`config.mk`:
```
export PLATFORM = sky130hd
export DESIGN_NAME = nmea_sentence_framer_filter
export DESIGN_NICKNAME = d
export VERILOG_FILES = /design/src/rtl/nsff_pkg.sv /design/src/rtl/nsff_line_state.sv /design/src/rtl/nmea_sentence_framer_filter.sv
export SDC_FILE = /design/constraint.sdc
export NUM_CORES = 1
export LEC_CHECK = 0
export BUFFER_PORTS_ARGS = -buffer_cell sky130_fd_sc_hd__clkbuf_2
export CORE_ASPECT_RATIO = 0.5
export CORE_MARGIN = 4
export CORE_UTILIZATION = 49
export DETAILED_ROUTE_END_ITERATION = 6
export GPL_ROUTABILITY_DRIVEN = 0
export PLACE_DENSITY = 0.68
export SYNTH_ARGS = -nofsm -noshare
export SYNTH_HDL_FRONTEND = slang
export SYNTH_SLANG_ARGS = --single-unit
```
`constraint.sdc`:
```
create_clock -name clk -period 3 [get_ports clk]
set_input_delay 0 -clock clk [delete_from_list [all_inputs] [get_ports clk]]
set_output_delay 0 -clock clk [all_outputs]
set_load 0.03 [all_outputs]
```
`src/rtl/nsff_pkg.sv`:
```
// ---------------------------------------------------------------------------
// NMEA sentence framer package
// Character codes, sentence kind codes, verdict type and hex decoding.
// ---------------------------------------------------------------------------
package nsff_pkg;

    localparam logic [7:0] CH_DOLLAR = 8'h24;
    localparam logic [7:0] CH_STAR   = 8'h2A;
    localparam logic [7:0] CH_LF     = 8'h0A;
    localparam logic [7:0] CH_CR     = 8'h0D;

    localparam logic [7:0] CH_R = 8'h52;
    localparam logic [7:0] CH_M = 8'h4D;
    localparam logic [7:0] CH_C = 8'h43;
    localparam logic [7:0] CH_G = 8'h47;
    localparam logic [7:0] CH_A = 8'h41;

    localparam logic [1:0] KIND_OTHER = 2'd0;
    localparam logic [1:0] KIND_RMC   = 2'd1;
    localparam logic [1:0] KIND_GGA   = 2'd2;

    typedef struct packed {
        logic       accepted;
        logic       checksum_ok;
        logic [1:0] sentence_kind;
        logic [7:0] computed_checksum;
        logic [6:0] line_length;
    } verdict_t;

    typedef struct packed {
        logic       is_hex;
        logic [3:0] value;
    } hex_digit_t;

    function automatic hex_digit_t hex_decode(input logic [7:0] c);
        hex_digit_t d;
        d.is_hex = 1'b0;
        d.value  = 4'd0;
        if (c >= 8'h30 && c <= 8'h39)
        begin
            d.is_hex = 1'b1;
            d.value  = 4'(c - 8'h30);
        end
        else if (c >= 8'h61 && c <= 8'h66)
        begin
            d.is_hex = 1'b1;
            d.value  = 4'(c - 8'h57);
        end
        else if (c >= 8'h41 && c <= 8'h46)
        begin
            d.is_hex = 1'b1;
            d.value  = 4'(c - 8'h37);
        end
        return d;
    endfunction

endpackage

```
`src/rtl/nsff_line_state.sv`:
```
// ---------------------------------------------------------------------------
// NMEA line state
// Running per-line registers: length, checksum, hex field and kind match,
// plus the verdict they give for the line seen so far.
// ---------------------------------------------------------------------------
module nsff_line_state
    import nsff_pkg::*;
#(
    parameter int LINE_BUFFER_SIZE = 128
)
(
    input  logic       clk,
    input  logic       rst_n,
    input  logic       step,
    input  logic [7:0] data_byte,
    output verdict_t   verdict
);

    localparam int CW = $clog2(LINE_BUFFER_SIZE);
    localparam logic [CW-1:0] LIMIT = CW'(LINE_BUFFER_SIZE - 1);

    logic [CW-1:0] char_count_reg, char_count_next;
    logic          dollar_reg, dollar_next;
    logic [7:0]    xor_reg, xor_next;
    logic          star_reg, star_next;
    logic [1:0]    hex_cnt_reg, hex_cnt_next;
    logic          hex_done_reg, hex_done_next;
    logic [7:0]    given_reg, given_next;
    logic          rmc_reg, rmc_next;
    logic          gga_reg, gga_next;

    hex_digit_t    hd;
    logic          long_enough;
    logic [1:0]    kind;
    logic          ok;

    always_comb
    begin
        char_count_next = char_count_reg;
        dollar_next     = dollar_reg;
        xor_next        = xor_reg;
        star_next       = star_reg;
        hex_cnt_next    = hex_cnt_reg;
        hex_done_next   = hex_done_reg;
        given_next      = given_reg;
        rmc_next        = rmc_reg;
        gga_next        = gga_reg;
        hd              = hex_decode(data_byte);

        if (step && data_byte != CH_CR)
        begin
            if (data_byte == CH_LF || char_count_reg >= LIMIT)
            begin
                // end of line or overflow: drop the whole line state
                char_count_next = '0;
                dollar_next     = 1'b0;
                xor_next        = 8'd0;
                star_next       = 1'b0;
                hex_cnt_next    = 2'd0;
                hex_done_next   = 1'b0;
                given_next      = 8'd0;
                rmc_next        = 1'b1;
                gga_next        = 1'b1;
            end
            else
            begin
                if (char_count_reg == '0)
                begin
                    dollar_next = (data_byte == CH_DOLLAR);
                end
                else if (star_reg)
                begin
                    if (!hex_done_reg)
                    begin
                        if (!hd.is_hex)
                        begin
                            hex_done_next = 1'b1;
                        end
                        else
                        begin
                            given_next   = {given_reg[3:0], hd.value};
                            hex_cnt_next = hex_cnt_reg + 2'd1;
                            if (hex_cnt_reg != 2'd0)
                            begin
                                hex_done_next = 1'b1;
                            end
                        end
                    end
                end
                else if (data_byte == CH_STAR)
                begin
                    star_next = 1'b1;
                end
                else
                begin
                    xor_next = xor_reg ^ data_byte;
                end

                case (char_count_reg)
                    CW'(3):
                    begin
                        if (data_byte != CH_R) rmc_next = 1'b0;
                        if (data_byte != CH_G) gga_next = 1'b0;
                    end
                    CW'(4):
                    begin
                        if (data_byte != CH_M) rmc_next = 1'b0;
                        if (data_byte != CH_G) gga_next = 1'b0;
                    end
                    CW'(5):
                    begin
                        if (data_byte != CH_C) rmc_next = 1'b0;
                        if (data_byte != CH_A) gga_next = 1'b0;
                    end
                    default:
                    begin
                        rmc_next = rmc_next;
                    end
                endcase

                char_count_next = char_count_reg + CW'(1);
            end
        end
    end

    always_ff @(posedge clk or negedge rst_n)
    begin
        if (!rst_n)
        begin
            char_count_reg <= '0;
            dollar_reg     <= 1'b0;
            xor_reg        <= 8'd0;
            star_reg       <= 1'b0;
            hex_cnt_reg    <= 2'd0;
            hex_done_reg   <= 1'b0;
            given_reg      <= 8'd0;
            rmc_reg        <= 1'b1;
            gga_reg        <= 1'b1;
        end
        else
        begin
            char_count_reg <= char_count_next;
            dollar_reg     <= dollar_next;
            xor_reg        <= xor_next;
            star_reg       <= star_next;
            hex_cnt_reg    <= hex_cnt_next;
            hex_done_reg   <= hex_done_next;
            given_reg      <= given_next;
            rmc_reg        <= rmc_next;
            gga_reg        <= gga_next;
        end
    end

    always_comb
    begin
        long_enough = (char_count_reg >= CW'(6));
        if (long_enough && rmc_reg)
        begin
            kind = KIND_RMC;
        end
        else if (long_enough && gga_reg)
        begin
            kind = KIND_GGA;
        end
        else
        begin
            kind = KIND_OTHER;
        end
        ok = dollar_reg && star_reg && (hex_cnt_reg != 2'd0) && (given_reg == xor_reg);

        verdict.accepted          = ok && (kind != KIND_OTHER);
        verdict.checksum_ok       = ok;
        verdict.sentence_kind     = kind;
        verdict.computed_checksum = xor_reg;
        verdict.line_length       = 7'(char_count_reg);
    end

endmodule

```
`src/rtl/nmea_sentence_framer_filter.sv`:
```
// ---------------------------------------------------------------------------
// NMEA sentence framer and checksum filter
// Frames a receiver byte stream on LF and gives one verdict per line.
// ---------------------------------------------------------------------------
//  channel | signals                                   | moves
//  --------+-------------------------------------------+------------------------
//  in      | in_valid, in_stall, data_byte             | one received byte
//  out     | out_valid, out_stall, accepted,           | one verdict per LF
//          | checksum_ok, sentence_kind,               |
//          | computed_checksum, line_length            |
//
//  One byte per cycle while not stalled: the byte sits in an input register,
//  the line state updates from it, and an LF loads the result register.
//  Reset clears the line state and both valid registers.
//  A stalled result holds only an LF behind it; other bytes keep flowing.
// ---------------------------------------------------------------------------
module nmea_sentence_framer_filter
    import nsff_pkg::*;
#(
    parameter int LINE_BUFFER_SIZE = 128
)
(
    input  logic       clk,
    input  logic       rst_n,
    input  logic       in_valid,
    output logic       in_stall,
    input  logic [7:0] data_byte,
    output logic       out_valid,
    input  logic       out_stall,
    output logic       accepted,
    output logic       checksum_ok,
    output logic [1:0] sentence_kind,
    output logic [7:0] computed_checksum,
    output logic [6:0] line_length
);

    logic       s1_valid_reg, s1_valid_next;
    logic [7:0] s1_byte_reg, s1_byte_next;
    logic       out_valid_reg, out_valid_next;
    verdict_t   result_reg, result_next;

    verdict_t   verdict;
    logic       s1_is_lf;
    logic       out_free;
    logic       s1_advance;
    logic       step;
    logic       load_result;

    assign s1_is_lf    = (s1_byte_reg == CH_LF);
    assign out_free    = !out_valid_reg || !out_stall;
    assign s1_advance  = !s1_is_lf || out_free;
    assign step        = s1_valid_reg && s1_advance;
    assign load_result = step && s1_is_lf;
    assign in_stall    = s1_valid_reg && !s1_advance;

    nsff_line_state #(
        .LINE_BUFFER_SIZE(LINE_BUFFER_SIZE)
    ) u_line_state (
        .clk       (clk),
        .rst_n     (rst_n),
        .step      (step),
        .data_byte (s1_byte_reg),
        .verdict   (verdict)
    );

    always_comb
    begin
        s1_valid_next = s1_valid_reg;
        s1_byte_next  = s1_byte_reg;
        if (in_valid && !in_stall)
        begin
            s1_valid_next = 1'b1;
            s1_byte_next  = data_byte;
        end
        else if (s1_advance)
        begin
            s1_valid_next = 1'b0;
        end

        out_valid_next = out_valid_reg;
        result_next    = result_reg;
        if (load_result)
        begin
            out_valid_next = 1'b1;
            result_next    = verdict;
        end
        else if (!out_stall)
        begin
            out_valid_next = 1'b0;
        end
    end

    always_ff @(posedge clk or negedge rst_n)
    begin
        if (!rst_n)
        begin
            s1_valid_reg  <= 1'b0;
            out_valid_reg <= 1'b0;
        end
        else
        begin
            s1_valid_reg  <= s1_valid_next;
            out_valid_reg <= out_valid_next;
        end
    end

    always_ff @(posedge clk)
    begin
        s1_byte_reg <= s1_byte_next;
        result_reg  <= result_next;
    end

    assign out_valid         = out_valid_reg;
    assign accepted          = result_reg.accepted;
    assign checksum_ok       = result_reg.checksum_ok;
    assign sentence_kind     = result_reg.sentence_kind;
    assign computed_checksum = result_reg.computed_checksum;
    assign line_length       = result_reg.line_length;

endmodule

```
==> metrics <==
status completed; Final Skew 0.00590 ns; period utilization 0.784; CP Class register to register; Max stage delay on crit path 0.46 ns; first-pass GRT wire length 10.4 mm; Clock Path Buffers 2; TritonCTS clock tree built; Final WS setup 0.648 ns; DR WL/cell 17.4 um; post-synthesis instance area 0.00291 mm^2; Netlist cell types 59; top post-synthesis cells by count dfrtp_1, edfxtp_1, nand2_1, inv_1; CTS clk-pin slew, worst paths 0.05 ns; LEAKAGE 1.47 nW; Most used DFF post-synth dfrtp_1; Yosys reg bits 59; vias in the first global route 2059; placed cells 345; largest net degree at the start of global routing 33; Hold Crit Class input port to async pin; DR DRC count 0; Max transition margin 0.425; RSZ-0062 raised after global routing no; final setup vio count 0; core area 0.00561 mm^2; Final Cell Area 0.00352 mm^2; DR vias/cell 5.80; antenna violations before repair 0; overall routing resource usage 0.191; Compound-Gate Fraction of Synth Area 0.154; most area-consuming cells after synthesis edfxtp_1, dfrtp_1, ha_1; Seq/Total Area, Yosys 0.555; FF+latch area 0.00161 mm^2; fill cell count 446; Slew @ Worst Pin 0.854 ns; post-synth top area share 0.279; starting density of the core 0.519; sequence of cells on the critical path inv_1 > ha_1 > nand2_1 > o31a_1 > o21a_1 > nand2_1 > a32o_1; die area 0.00731 mm^2; Synth async-reset ratio 0.542; Util after Layout 0.627; count leader, synth dfrtp_1; I/O Buffers 32; mux cell area share after synthesis 0.00774; Adder-Cell Fraction of Synth Area 0.0430; total clock sinks 59; CP endpoint kind register; Req. time, crit path 3.21 ns; area of the multi-input gates 0.00118 mm^2; Final ANT Viol Nets 0; Final min period 2.35 ns; clock latency on the worst-skew pair 0.33 ns; antenna diode count 0; Clock H-tree levels 3; dpl ws 0.661 ns; WL final 6.47 mm; final net count 316; post-cts resize count 0; # hold bufs at CTS 11; hold violation count in the final report 0; CP dominant cell by count nand2_1; Post-Place Cell Area 0.00312 mm^2; layout cells sized above 1 0.217; Worst VDD drop 0.313 mV; pwr/cell area 710 mW/mm^2; Die W 117 um; Max Cap Violations 0; largest family of logic cells by synthesized area simple AND/OR/NAND/NOR gates; clock root cell clkbuf_16; syn_nets 269; Die H 62.5 um; Area Overhead vs Synth 20.9%; Critical Path Source Type register; Post-DP HPWL 4.45 mm; Post-Layout Cell Count 372; yosys warns 0; f_max 0.425 GHz; Yosys top cell by area edfxtp_1; Slew Limit Fails 0; synthesized area per cell 11.8 um^2; post-CTS setup buffer count 0; Arr. time, crit path 2.57 ns; Crit-path slowest cell edfxtp_1; cell count after synthesis 247; global route total overflow 0; total CTS buffers 9; Ports 33; post-synthesis simple-gate area fraction 0.166; total negative slack 0 ns; crit path max fanout 13; number of flops mapped to enable cells by yosys 27; vias after detailed routing 2159; First-pass DRT Iterations 4; xor/xnor cell area share of the yosys netlist 0.0331; row cnt 19; DRT iter0 DRCs 111
## final cells by class
class | count | area share
Sequential cell | 59 | 0.459
Multi-Input combinational cell | 164 | 0.335
Timing Repair Buffer | 45 | 0.0811
Clock buffer | 10 | 0.0679
Tap cell | 73 | 0.0260
Inverter | 15 | 0.0160
Clock inverter | 6 | 0.0156
## critical path, delay by kind of cell (launching register included)
family / cells / cell delay [ns]
AOI/OAI and AO/OA: 3 / 0.97
adders and majority gates: 1 / 0.26
and+or+nand+nor: 2 / 0.42
buffers and inverters: 1 / 0.13
DFF: 1 / 0.46
## metrics by stage
step	power, mW	hold slack [ns]
after CTS	2.52	0.330
final	2.50	0.304
after global routing	2.62	0.390
after floorplan	1.38	-0.296
after global placement	1.48	0.130
after detailed placement	1.50	0.143
## routing by layer
layer | global-route usage | wire length (um)
met4 | 0.102 | 174
met2 | 0.269 | 2820
met5 | 0 | 0
met3 | 0.0638 | 426
met1 | 0.259 | 3050
## where the power goes
| part | total [mW] | switching (mW) | internal (mW) |
|---|---|---|---|
| registers | 1.16 | 0.173 | 0.988 |
| logic | 0.344 | 0.181 | 0.163 |
| clock network | 0.992 | 0.338 | 0.654 |
| total | 2.50 | 0.693 | 1.81 |
## final timing paths
check	startpoint	to	slack (ns)	cells after the start
min in group clk	data_byte[1]	s1_byte_reg[1]	0.39	2
max in group asynchronous	rst_n	u_line_state.xor_reg[2]	2.18	2
hold / removal	rst_n	u_line_state.xor_reg[0]	0.30	2
setup / recovery	s1_byte_reg[1]	u_line_state.xor_reg[1]	0.65	7
hold reg to reg	u_line_state.hex_cnt_reg[1]	u_line_state.hex_cnt_reg[1]	0.52	1
setup reg to reg	s1_byte_reg[1]	u_line_state.xor_reg[1]	0.65	7
## layout by cell type, fill, tap and decap left out, types with 5 or more instances in the layout
master and n:
a211oi_1 6, a21oi_1 5, a22o_1 10, and2_1 5, clkbuf_16 9, clkbuf_2 32, dfrtp_1 30, dlygate4sd3_1 11
edfxtp_1 27, ha_1 10, inv_1 15, nand2_1 18, nand3_1 11, nand4_1 6, nor2_1 8, nor2b_1 5
o21ai_0 11, xnor2_1 6, xor2_1 5
## cells by family (layout without fill, tap and decap cells)
family	Yosys count	in the layout
xor+xnor	11	11
compound gates	61	61
buf+inv	24	76
mux	2	2
fa+ha+maj	10	10
flops	59	59
simple gates	80	80
No activity file was read; power rests on OpenSTA's default activity.
